`src/hdl/lkvc_pkg.sv`:
```
package lkvc_pkg;

   localparam int DEFAULT_ENTRIES = 16;
   localparam int KEY_W = 32;
   localparam int VAL_W = 32;
   localparam int CAP_W = 5;

   localparam logic [CAP_W-1:0] CAPACITY_RESET = 5'd16;
   localparam logic [VAL_W-1:0] MISS_VALUE = '1;

   localparam logic ACTION_GET = 1'b0;
   localparam logic ACTION_SET = 1'b1;

   typedef struct packed {
      logic             action;
      logic [KEY_W-1:0] key;
      logic [VAL_W-1:0] value;
   } req_type;

   typedef struct packed {
      logic             hit;
      logic [VAL_W-1:0] read_value;
   } rsp_type;

endpackage

```
`src/hdl/lru_key_value_cache.sv`:
```
// Fully associative key/value store with LRU replacement. An item is taken when start is
// high and busy is low; busy then stays high until the item is finished. Every item first
// scans all ENTRIES slots of the entry memory, one slot per cycle through its single read
// port. A get that misses finishes once the scan is done and gives its result then. A get
// that hits, and every set, then makes a second pass over the memory to rewrite the recency
// ranks, one slot per cycle. A get's result appears on rsp_payload for exactly one cycle
// with rsp_strobe high; there is no back-pressure, the receiver must take it. A set gives
// no result. The capacity register is written through csr_valid/csr_data and is only
// taken while the store is empty; zero acts as one and values above ENTRIES act as
// ENTRIES. Valid bits are cleared by reset, so no clearing pass is needed.
module lru_key_value_cache #(
   parameter int ENTRIES = lkvc_pkg::DEFAULT_ENTRIES
) (
   input  logic                          clock,
   input  logic                          reset,
   input  logic                          start,
   output logic                          busy,
   input  lkvc_pkg::req_type             req_payload,
   output logic                          rsp_strobe,
   output lkvc_pkg::rsp_type             rsp_payload,
   input  logic                          csr_valid,
   output logic                          csr_ready,
   input  logic [lkvc_pkg::CAP_W-1:0]    csr_data
);

   localparam int IDX_W  = (ENTRIES > 1) ? $clog2(ENTRIES) : 1;
   localparam int RANK_W = IDX_W;
   localparam int OCC_W  = $clog2(ENTRIES + 1);
   localparam int CW     = (OCC_W > lkvc_pkg::CAP_W) ? OCC_W : lkvc_pkg::CAP_W;
   localparam int KEY_W  = lkvc_pkg::KEY_W;
   localparam int VAL_W  = lkvc_pkg::VAL_W;
   localparam int WORD_W = KEY_W + VAL_W + RANK_W;
   localparam logic [IDX_W-1:0] LAST_IDX = IDX_W'(ENTRIES - 1);

   localparam logic [2:0] S_IDLE   = 3'd0;
   localparam logic [2:0] S_SCAN   = 3'd1;
   localparam logic [2:0] S_SDRAIN = 3'd2;
   localparam logic [2:0] S_DECIDE = 3'd3;
   localparam logic [2:0] S_UPD    = 3'd4;
   localparam logic [2:0] S_UDRAIN = 3'd5;

   logic [2:0]               state_ff;
   logic [IDX_W-1:0]         idx_ff;
   lkvc_pkg::req_type        req_ff;
   logic [ENTRIES-1:0]       valid_ff;
   logic [OCC_W-1:0]         occ_ff;
   logic [lkvc_pkg::CAP_W-1:0] cap_ff;

   // entry memory: {key, value, rank}
   logic [WORD_W-1:0]        mem [ENTRIES];
   logic [WORD_W-1:0]        rd_ff;
   logic                     chk_valid_ff;
   logic                     chk_upd_ff;
   logic [IDX_W-1:0]         chk_idx_ff;

   logic                     hit_ff;
   logic [IDX_W-1:0]         hit_idx_ff;
   logic [RANK_W-1:0]        hit_rank_ff;
   logic [VAL_W-1:0]         hit_val_ff;
   logic [IDX_W-1:0]         lru_idx_ff;
   logic                     free_found_ff;
   logic [IDX_W-1:0]         free_idx_ff;

   // rewrite pass controls
   logic [IDX_W-1:0]         tgt_ff;
   logic [RANK_W-1:0]        thr_ff;
   logic                     all_ff;
   logic [VAL_W-1:0]         tgt_val_ff;

   logic                     rsp_strobe_ff;
   lkvc_pkg::rsp_type        rsp_ff;

   logic [KEY_W-1:0]         rd_key;
   logic [VAL_W-1:0]         rd_val;
   logic [RANK_W-1:0]        rd_rank;
   logic                     rd_entry_valid;
   logic                     mem_we;
   logic [WORD_W-1:0]        mem_wd;
   logic [CW-1:0]            cap_x;
   logic [CW-1:0]            eff_cap;
   logic                     full;
   logic [IDX_W-1:0]         ins_slot;
   logic [RANK_W-1:0]        lru_rank_match;

   assign rd_key         = rd_ff[WORD_W-1 -: KEY_W];
   assign rd_val         = rd_ff[RANK_W +: VAL_W];
   assign rd_rank        = rd_ff[RANK_W-1:0];
   assign rd_entry_valid = valid_ff[chk_idx_ff];
   assign lru_rank_match = RANK_W'(occ_ff - OCC_W'(1));

   always_comb begin
      cap_x = CW'(cap_ff);
      if (cap_x == '0) begin
         eff_cap = CW'(1);
      end else if (cap_x > CW'(ENTRIES)) begin
         eff_cap = CW'(ENTRIES);
      end else begin
         eff_cap = cap_x;
      end
   end

   assign full = CW'(occ_ff) >= eff_cap;

   // lowest invalid slot once the LRU entry has been dropped
   assign ins_slot = (full && (!free_found_ff || lru_idx_ff < free_idx_ff)) ?
                     lru_idx_ff : free_idx_ff;

   always_comb begin
      mem_we = 1'b0;
      mem_wd = rd_ff;
      if (chk_valid_ff && chk_upd_ff) begin
         if (chk_idx_ff == tgt_ff) begin
            mem_we = 1'b1;
            mem_wd = {req_ff.key, tgt_val_ff, RANK_W'(0)};
         end else if (rd_entry_valid && (all_ff || rd_rank < thr_ff)) begin
            mem_we = 1'b1;
            mem_wd = {rd_key, rd_val, rd_rank + RANK_W'(1)};
         end
      end
   end

   always_ff @(posedge clock) begin
      if (mem_we) begin
         mem[chk_idx_ff] <= mem_wd;
      end
      rd_ff      <= mem[idx_ff];
      chk_idx_ff <= idx_ff;
   end

   always_ff @(posedge clock) begin
      if (reset) begin
         state_ff      <= S_IDLE;
         idx_ff        <= '0;
         valid_ff      <= '0;
         occ_ff        <= '0;
         cap_ff        <= lkvc_pkg::CAPACITY_RESET;
         chk_valid_ff  <= 1'b0;
         chk_upd_ff    <= 1'b0;
         rsp_strobe_ff <= 1'b0;
         hit_ff        <= 1'b0;
         free_found_ff <= 1'b0;
      end else begin
         chk_valid_ff  <= (state_ff == S_SCAN) || (state_ff == S_UPD);
         chk_upd_ff    <= (state_ff == S_UPD);
         rsp_strobe_ff <= 1'b0;

         if (csr_valid && occ_ff == '0) begin
            cap_ff <= csr_data;
         end

         // scan: collect match, LRU and first free slot
         if (chk_valid_ff && !chk_upd_ff) begin
            if (rd_entry_valid && rd_key == req_ff.key) begin
               hit_ff      <= 1'b1;
               hit_idx_ff  <= chk_idx_ff;
               hit_rank_ff <= rd_rank;
               hit_val_ff  <= rd_val;
            end
            if (rd_entry_valid && rd_rank == lru_rank_match) begin
               lru_idx_ff <= chk_idx_ff;
            end
            if (!rd_entry_valid && !free_found_ff) begin
               free_found_ff <= 1'b1;
               free_idx_ff   <= chk_idx_ff;
            end
         end

         case (state_ff)
            S_IDLE: begin
               if (start) begin
                  req_ff        <= req_payload;
                  idx_ff        <= '0;
                  hit_ff        <= 1'b0;
                  free_found_ff <= 1'b0;
                  state_ff      <= S_SCAN;
               end
            end
            S_SCAN: begin
               if (idx_ff == LAST_IDX) begin
                  idx_ff   <= '0;
                  state_ff <= S_SDRAIN;
               end else begin
                  idx_ff <= idx_ff + IDX_W'(1);
               end
            end
            S_SDRAIN: begin
               state_ff <= S_DECIDE;
            end
            S_DECIDE: begin
               idx_ff <= '0;
               if (req_ff.action == lkvc_pkg::ACTION_GET) begin
                  rsp_strobe_ff      <= 1'b1;
                  rsp_ff.hit         <= hit_ff;
                  rsp_ff.read_value  <= hit_ff ? hit_val_ff : lkvc_pkg::MISS_VALUE;
                  tgt_ff             <= hit_idx_ff;
                  thr_ff             <= hit_rank_ff;
                  all_ff             <= 1'b0;
                  tgt_val_ff         <= hit_val_ff;
                  state_ff           <= hit_ff ? S_UPD : S_IDLE;
               end else if (hit_ff) begin
                  tgt_ff     <= hit_idx_ff;
                  thr_ff     <= hit_rank_ff;
                  all_ff     <= 1'b0;
                  tgt_val_ff <= req_ff.value;
                  state_ff   <= S_UPD;
               end else begin
                  // insert; with a full store the LRU entry goes first
                  if (full) begin
                     valid_ff <= (valid_ff & ~(ENTRIES'(1) << lru_idx_ff)) |
                                 (ENTRIES'(1) << ins_slot);
                  end else begin
                     valid_ff[ins_slot] <= 1'b1;
                     occ_ff <= occ_ff + OCC_W'(1);
                  end
                  tgt_ff     <= ins_slot;
                  thr_ff     <= '0;
                  all_ff     <= 1'b1;
                  tgt_val_ff <= req_ff.value;
                  state_ff   <= S_UPD;
               end
            end
            S_UPD: begin
               if (idx_ff == LAST_IDX) begin
                  idx_ff   <= '0;
                  state_ff <= S_UDRAIN;
               end else begin
                  idx_ff <= idx_ff + IDX_W'(1);
               end
            end
            S_UDRAIN: begin
               state_ff <= S_IDLE;
            end
            default: begin
               state_ff <= S_IDLE;
            end
         endcase
      end
   end

   assign busy        = (state_ff != S_IDLE);
   assign csr_ready   = 1'b1;
   assign rsp_strobe  = rsp_strobe_ff;
   assign rsp_payload = rsp_ff;

endmodule
```
`config.mk`:
```
export PLATFORM = sky130hd
export DESIGN_NAME = lru_key_value_cache
export DESIGN_NICKNAME = d
export VERILOG_FILES = /design/src/hdl/lkvc_pkg.sv /design/src/hdl/lru_key_value_cache.sv
export SDC_FILE = /design/constraint.sdc
export NUM_CORES = 1
export LEC_CHECK = 0
export BUFFER_PORTS_ARGS = -buffer_cell sky130_fd_sc_hd__buf_2
export CORE_ASPECT_RATIO = 0.7
export CORE_MARGIN = 3
export CORE_UTILIZATION = 55
export CTS_CLUSTER_DIAMETER = 100
export DETAILED_ROUTE_END_ITERATION = 12
export PLACE_DENSITY = 0.75
export SYNTH_ARGS = -nofsm -noshare
export SYNTH_HDL_FRONTEND = slang
export SYNTH_SLANG_ARGS = --single-unit
```
`constraint.sdc`:
```
create_clock -name clock -period 11.8 [get_ports clock]
set_input_delay 0.59 -clock clock [delete_from_list [all_inputs] [get_ports clock]]
set_output_delay 0.59 -clock clock [all_outputs]
set_load 0.02 [all_outputs]
```
# [Word-level counts from Yosys, hierarchy flattened]
# Memories as Yosys holds them, arrays and structs flattened. A register that Yosys moved wholly into a read port is not among the register bits.
# Cells that the tools add are included.
# W data, S select, Z words.
[totals] register_bits=229 ram_bits=1088 out_inout_bits=36 mem_count=1
[classes] addsub=4 magnitude_cmp=7 eq_ne=11 n_shift=2 muxes=40 n_bitwise=9 reduce_logical=32
[mem_list] memory="mem" depth=16 word_bits=68 rd=1 rd_clocked_by_memory_dff=1 write_ports=1 line="lru_key_value_cache.sv:50" text="logic [WORD_W-1:0] mem [ENTRIES];"
[ops] op="$mux W68" n=2
[ops] op="$eq A32 B32 Y1" n=1
[ops] op="$mux W32" n=1
[ops] op="$mux W4" n=8
[ops] op="$or A16 B16 Y16" n=2
[ops] op="$shl A1 B4 Y16 const A" n=2
[ops] op="$reduce_and A3 Y1" n=7
[ops] op="$mux W1" n=17
[ops] op="$and A16 B16 Y16" n=1
[ops] op="$mux W16" n=1
[ops] op="$not A16 Y16" n=1
[ops] op="$mux W3" n=5
[ops] op="$pmux W3 S5" n=1
[ops] op="$pmux W4 S3" n=1
[ops] op="$logic_not A5 Y1" n=2
[ops] op="$lt A4 B5 Y1 const B" n=2
[ops] op="$mux W5" n=2
[ops] op="$logic_and A1 B1 Y1" n=9
[ops] op="$add A4 B1 Y4 const B" n=2
[ops] op="$eq A4 B4 Y1" n=2
[ops] op="$lt A4 B4 Y1" n=2
[ops] op="$eq A3 B2 Y1 const B" n=2
[ops] op="$reduce_bool A3 Y1" n=2
[ops] op="$add A5 B1 Y5 const B" n=1
[ops] op="18 further kinds" n=29

# [Longest topological paths before layout]
# Gate-level depths: netlist of run 1.
[logic_depth] word_depth=12 ltp_mapped=11 depth_no_buf=10

# [Worst setup path after synthesis of run 1]
# Ideal clock, no wire load.
[synth_timing] path_kind="reg2reg" from="register rd_ff[1] (read register of mem)" to="memory mem[2][0] (netlist name), enable pin" setup_time_ps=662 arrival_ps=8045 slack_ps=3093 stages_incl_launch_ff=8 n_path_buf=1 synth_period_minus_slack_ps=8707 path_cell_list="dfxtp_1 -> ha_1 -> a21o_1 -> a211oi_1 -> o311ai_4 -> and2_1 -> buf_6 -> nor4_1"
[synth_via] elab_chain_cells=8
[synth_lines] element="start, declared" line="lru_key_value_cache.sv:51" text="logic [WORD_W-1:0] rd_ff;"
[synth_lines] element="$lt A4 B4 Y1" line="lru_key_value_cache.sv:115" text="end else if (rd_entry_valid && (all_ff || rd_rank < thr_ff)) begin"
[synth_lines] element="$logic_or A1 B1 Y1" line="lru_key_value_cache.sv:115"
[synth_lines] element="$logic_and A1 B1 Y1" line="lru_key_value_cache.sv:115"
[synth_lines] element="$mux W1" line="lru_key_value_cache.sv:115"
[synth_lines] element="$mux W1" line="lru_key_value_cache.sv:112" text="if (chk_idx_ff == tgt_ff) begin"
[synth_lines] element="$mux W1" line="lru_key_value_cache.sv:111" text="if (chk_valid_ff && chk_upd_ff) begin"
[synth_lines] element="$mux W1" line="lru_key_value_cache.sv:123" text="if (mem_we) begin"
[synth_lines] element="$mux W1 (not written as such)" line="lru_key_value_cache.sv:124" text="mem[chk_idx_ff] <= mem_wd;"
[synth_lines] element="end, declared" line="lru_key_value_cache.sv:50"
# No other way between the ends.

# [Worst setup path after layout of run 1]
[layout_timing] from="register chk_idx_ff[0]" to="memory mem[12][24] (netlist name), enable pin"
[layout_via] elab_chain_cells=8 word_cells_on_any_way=9 classes_between="1 x eq/ne; 7 x mux; 1 x reduce/logical"
[layout_lines] element="start, declared" line="lru_key_value_cache.sv:54" text="logic [IDX_W-1:0] chk_idx_ff;"
[layout_lines] element="start signal, assigned" line="lru_key_value_cache.sv:127" text="chk_idx_ff <= idx_ff;"
[layout_lines] element="$bmux W1 S4" line="lru_key_value_cache.sv:88" text="assign rd_entry_valid = valid_ff[chk_idx_ff];"
[layout_lines] element="$mux W1 (not written as such)" line="lru_key_value_cache.sv:88"
[layout_lines] element="$logic_and A1 B1 Y1" line="lru_key_value_cache.sv:115"
[layout_lines] element="$mux W1" line="lru_key_value_cache.sv:115"
[layout_lines] element="$mux W1" line="lru_key_value_cache.sv:112"
[layout_lines] element="$mux W1" line="lru_key_value_cache.sv:111"
[layout_lines] element="$mux W1" line="lru_key_value_cache.sv:123"
[layout_lines] element="$mux W1 (not written as such)" line="lru_key_value_cache.sv:124"
# Parallel ways exist; a longest one is shown, timed or not. The select of a mux whose other input is x is not followed.

==> impl_metrics.ini, run 1 <==
[status]
status = finished clean

[global_routing]
grt_pass1_vias = 24774
grt_pass1_wl_um = 165000
grt_overflow = 0
track_usage_pct = 22.5
antenna_found_initial = 0
grt_max_degree = 139

[critical_path]
r2r_slack_ps = 6660
worst_setup_path_start_kind = register
worstReg2RegStart = chk_idx_ff[0]$_DFF_P_
endpoint = mem[12][24]$_DFFE_PP_
path_class = register to register
r2r_end = mem[12][24]$_DFFE_PP_
crit_fanout = 53
slowest_delay_ps = 1020
crit_start = chk_idx_ff[0]$_DFF_P_
reg2reg_depth = 6
cp.required_ps = 12110
cp_slowest_cell = nor3_4
crit_arrival_ps = 5450
crit_chain = xor2_1 -> nor3_1 -> nand3_4 -> and2_1 -> nor3_4 -> buf_4
endpoint_kind = register

[sta]
rsz0062_at_grt = no
clock_skew_ps = 20.8
fin_crit_sh_pct = 43.6
hold_violations = 0
worst_slack_ps = 6660
slew_headroom_pct = 18.9
setup_viol = 0
finalCriticalPeriod_ps = 5140
tightest_slew_ps = 1220
slew_violations = 0
clock.fmax_ghz = 0.194
setup-tns-final_ps = 0

[clock_network]
cts_max_level = 3
cts_setup_buffers = 0
cts_buffers = 117
hold_buffers = 0
clockRootBuffer = clkbuf_16
tritoncts = done
cts_sinks = 1385
clockBufferDepth = 3
path_clk_slew_ps = 70
cts_resized = 0
clk_latency_ps = 700

[finish]
area_growth_pct = 11.8
n_antenna_cell = 0
drive_gt1_share_pct = 32.2
nets = 2548
final_core_util_pct = 62.7

[die]
die_w_um = 374
initial_core_util_pct = 56.1
die_y_um = 264
row_count = 93
core_area_sq_mm = 0.0931
ios = 110
fp.dieArea_sq_mm = 0.0988

[place]
io_buffers = 108
place_ws_ps = 6720
routabilityCongestion = 0.831
hpwl_um = 57000

[logic_synthesis]
ys_top_cells_by_count = 1275 x edfxtp_1, 342 x mux4_2, 110 x dfxtp_1
synthTopCellsByArea = edfxtp_1 73%, mux4_2 15%, dfxtp_1 4.2%
synth-main-ff-cell = edfxtp_1
synth_top_area_share_pct = 73.3
ys_seq_area_share_pct = 77.5
synth_most_common_cell = edfxtp_1
async_reset_ff_share_pct = 0
synth_area_sq_mm = 0.0522
synth_edf_count = 1275
synth_top_cell_by_area = edfxtp_1
synth-seq-cells = 1385
syn-instance-count = 2296
yosys_warnings = 0
syn_nets = 2386
yosysUniqueCellTypes = 55
post_synth.cell_area_avg_sq_um = 22.8

[route]
wl_per_cell_um = 28.8
dr.pass1.iters = 6
dr_total_vias = 24140
avgViaCountPerCell = 6.36
wl_um = 109000
detail-route-antenna-nets = 0
route.detailed.drc = 0
drt_iter0_drc = 2743

[flow_run]
drv_cap = 0

[power]
p_leak_nw = 18.1
p_per_area_mw_per_mm2 = 173
ir_drop_mv = 0.138

[hold_path]
hold_path_class = primary input to register
==> how the worst min path moves through the flow <==
stage	from	endpoint	depth (start not counted)
after floorplan	idx_ff[2]$_SDFFE_PP0P_	chk_idx_ff[2]$_DFF_P_	0
after global placement	rd_ff[28]$_DFF_P_	hit_val_ff[24]$_DFFE_PP_	0
after detailed placement	rd_ff[13]$_DFF_P_	hit_val_ff[9]$_DFFE_PP_	0
after CTS	req_payload[37]	req_ff[37]$_DFFE_PP_	1
after global routing	req_payload[36]	req_ff[36]$_DFFE_PP_	1
final	req_payload[37]	req_ff[37]$_DFFE_PP_	1
==> metrics by stage <==
stage	hold WS, ps	power, mW	cell area (sq um)	instances
detailed placement	409	6.25	54400	3574
finish	56.3	10.1	58400	3797
global placement	417	6.23	54400	3574
floorplan	329	6.08	52200	2296
global route	14.6	10.4	58400	3797
CTS	5.39	10.2	58400	3797
==> cells by family (layout without fill, tap and decap cells) <==
family	count (synthesis)	in the layout	share of synthesized area, %
simple gates	188	188	2.01
mux	465	465	17.4
buf+inv	131	397	1.08
xor+xnor	49	49	0.821
flops	1385	1385	77.5
other cells	1	1	0.00718
fa+ha+maj	16	16	0.383
compound gates	61	61	0.778
==> cell usage in the layout (no fill, tap or decap), drive strengths merged, types with 2 or more instances in the layout <==
cell type / Yosys / layout
edfxtp: 1275 / 1275
mux4: 344 / 344
buf: 46 / 156
clkbuf: 67 / 149
dfxtp: 110 / 110
mux2: 96 / 96
clkinv: 0 / 47
nand2b: 44 / 44
xor2: 40 / 40
nor4: 29 / 29
nor2: 28 / 28
mux2i: 25 / 25
inv: 18 / 25
nand2: 21 / 21
nor3: 20 / 20
o21ai: 17 / 17
ha: 16 / 16
bufinv: 0 / 14
nand3: 14 / 14
a21oi: 10 / 10
o22ai: 10 / 10
xnor2: 9 / 9
and2: 8 / 8
nand4: 8 / 8
clkinvlp: 0 / 6
a21o: 5 / 5
a211oi: 4 / 4
or3: 4 / 4
o21a: 3 / 3
or2: 3 / 3
o211ai: 2 / 2
nor2b: 2 / 2
a2111oi: 2 / 2
a31oi: 2 / 2
or4: 2 / 2
==> metal layers <==
metal | vias up | wire (um) | GRT usage [%] | share of wire, %
met5 | - | 0 | 0 | 0
met4 | 0 | 1980 | 4.69 | 1.8
met3 | 166 | 8750 | 3.97 | 8.0
met2 | 1109 | 53800 | 35.7 | 49
met1 | 12935 | 45000 | 33.5 | 41
li1 | 9930 | - | - | -
==> flip-flops by register name, indices dropped and copies added, names as in the netlist, 5 cells and up <==
name,cells
mem,1088
rd_ff,68
req_ff,65
rsp_payload,33
hit_val_ff,32
tgt_val_ff,32
valid_ff,16
cap_ff,5
occ_ff,5
==> where the power goes <==
part | internal [mW] | total (mW) | switching (mW)
clock | 2.26 | 3.99 | 1.73
sequential | 5.47 | 5.54 | 0.0614
combinational | 0.283 | 0.605 | 0.322
total | 8.02 | 10.1 | 2.12
==> critical path, delay by kind of cell, from the launching register on <==
family / cells / cell delay, ps
xor+xnor: 1 / 140
flops: 1 / 780
buf+inv: 1 / 890
simple gates: 4 / 2700
==> final cells by class <==
class / count / area (sq um)
tap: 1235 / 1550
fill: 6049 / 34700
timing repair buffer: 156 / 926
inverter: 18 / 67.6
multi-input combinational: 780 / 11300
clock inverter: 74 / 777
sequential: 1385 / 40500
clock buffer: 149 / 3240
(Power assumes the default switching activity.)
==> run 2: changes to the inputs <==
==> constraint.sdc (replaced) <==
create_clock -name clock -period 4.8 [get_ports clock]
set_input_delay 0.24 -clock clock [delete_from_list [all_inputs] [get_ports clock]]
set_output_delay 0.24 -clock clock [all_outputs]
set_load 0.02 [all_outputs]
==> run 2 against run 1 <==
  * Final cell count up 2.0%
  * Cell area up 2.0%
  * Critical path depth is 2 higher
  * Clock-buffer cell count rose by 4
  * Largest power group unchanged
==> impl_metrics.ini, run 2 (synthesis results as in run 1) <==
[critical_path]
endpoint_kind = register
worstReg2RegStart = rd_ff[1]$_DFF_P_
crit_arrival_ps = 4050
path_class = register to register
reg2reg_depth = 8
cp.required_ps = 5170
r2r_end = mem[0][42]$_DFFE_PP_
crit_fanout = 46
r2r_slack_ps = 1120
worst_setup_path_start_kind = register

[clock_network]
cts_resized = 0
cts_setup_buffers = 0
clk_latency_ps = 730
path_clk_slew_ps = 60
hold_buffers = 77
cts_sinks = 1385
cts_buffers = 117
clockRootBuffer = clkbuf_16
tritoncts = done
cts_max_level = 3
clockBufferDepth = 3

[route]
route.detailed.drc = 0
dr.pass1.iters = 7
drt_iter0_drc = 2669
dr_total_vias = 24171
wl_um = 110000
detail-route-antenna-nets = 0
avgViaCountPerCell = 6.24
wl_per_cell_um = 28.3

[place]
hpwl_um = 56300
io_buffers = 108
routabilityCongestion = 0.783
dp.cells = 3576

[sta]
rsz0062_at_grt = no
setup_viol = 0
clock.fmax_ghz = 0.272
fin_crit_sh_pct = 76.7
slew_violations = 0
hold_violations = 0
tightest_slew_ps = 1170
slew_headroom_pct = 22.0
whs_ps = 108
finalCriticalPeriod_ps = 3680
clock_skew_ps = 30.0

[die]
ios = 110
die_y_um = 264
row_count = 93
core_area_sq_mm = 0.0931
die_w_um = 374
initial_core_util_pct = 56.1
fp.dieArea_sq_mm = 0.0988

[finish]
drive_gt1_share_pct = 30.8
layout_common_cells = 1275 x edfxtp_1, 342 x mux4_2, 118 x clkbuf_16, 108 x buf_2, 105 x dfxtp_1
n_antenna_cell = 0
layout.filler_cells = 5961
largest_registers = mem x1088, rd_ff x68, req_ff x65
area_growth_pct = 14.0
top_register = mem
nets = 2627
largest_reg_flops = 1088
finalNonFillerCells = 3874
final_common_cell = edfxtp_1

[hold_path]
hp-start = reset
holdPathStages = 2
hold-path-endpoint = occ_ff[4]$_SDFFE_PP0P_
hold_path_class = primary input to register

[power]
p_leak_nw = 18.6
p_comb_share_pct = 6.2
ir_drop_mv = 0.354
p_sw_mw = 5.15
pwr-share-seq_pct = 54.2
p_sw_share_pct = 20.5
p_int_mw = 19.9
p_per_area_mw_per_mm2 = 421
clkPwrFrac_pct = 39.6

[global_routing]
antenna_found_initial = 0
grt_pass1_wl_um = 165000
grt_max_degree = 69
grt_pass1_vias = 24893
track_usage_pct = 22.5
grt_overflow = 0

[status]
status = finished clean

[flow_run]
drv_cap = 0
## run 2: cell count changes in the layout (fill, tap and decap cells not counted), sizes merged
cell         before  now
clkinv           47   45
bufinv           14   18
clkbuf          149  153
dlygate4sd3       0   77
inv              25   22
buf             156  158
clkinvlp          6    1
## run 2: metrics by stage
| stage | power, mW | TNS (ps) | utilization (%) | cell area [sq um] | setup slack [ps] |
|---|---|---|---|---|---|
| after floorplan | 14.9 | -543840 | - | 52300 | -1180 |
| after detailed placement | 15.4 | 0 | 58.8 | 54700 | 1130 |
| after global placement | 15.3 | 0 | 58.8 | 54700 | 1240 |
| after CTS | 25.3 | 0 | 64.0 | 59500 | 1120 |
| final | 25.1 | 0 | 64.0 | 59500 | 1120 |
| after global routing | 25.9 | 0 | 64.0 | 59500 | 933 |
## run 2: critical path, cell delays in order, from the launching register on
cell      delay, ps
dfxtp_1         470
ha_1            280
a21o_1          170
a211oi_1        360
o311ai_4        210
and2_1          250
buf_4           270
nor2_4          850
buf_12          370
## run 2: layout make-up
class	instances	area, sq um	area share [%]
Sequential cell	1385	40500	68.0
Multi-Input combinational cell	780	11400	19.2
Clock buffer	153	3210	5.40
Timing Repair Buffer	235	1940	3.25
Tap cell	1235	1550	2.59
Clock inverter	68	860	1.44
Inverter	18	67.6	0.113
## run 2: how the worst max path moves through the flow
| stage | start | to | slack [ps] | cells after the start |
|---|---|---|---|---|
| finish | rd_ff[1]$_DFF_P_ | mem[0][42]$_DFFE_PP_ | 1120 | 8 |
| CTS | rd_ff[1]$_DFF_P_ | mem[0][54]$_DFFE_PP_ | 1120 | 8 |
| floorplan | rd_ff[1]$_DFF_P_ | mem[4][0]$_DFFE_PP_ | -1180 | 8 |
| global route | chk_idx_ff[3]$_DFF_P_ | mem[0][58]$_DFFE_PP_ | 930 | 7 |
| detailed placement | rd_ff[1]$_DFF_P_ | mem[0][33]$_DFFE_PP_ | 1130 | 8 |
| global placement | chk_idx_ff[3]$_DFF_P_ | mem[0][27]$_DFFE_PP_ | 1240 | 7 |
## run 2: power groups by stage
stage / clock network (mW) / registers, mW / logic [mW]
after global routing: 10.6 / 13.6 / 1.71
after floorplan: 0 / 13.8 / 1.17
after detailed placement: 0 / 13.9 / 1.53
after global placement: 0 / 13.8 / 1.46
final: 9.92 / 13.6 / 1.57
after CTS: 10.1 / 13.6 / 1.59
## run 2: per-layer routing
layer / global-route usage, % / up-vias / share of wire [%]
met5: 0 / - / 0
met4: 5.05 / 0 / 1.7
met3: 4.28 / 135 / 8.3
met2: 34.6 / 1090 / 48
met1: 34.2 / 12874 / 42
li1: - / 10072 / -
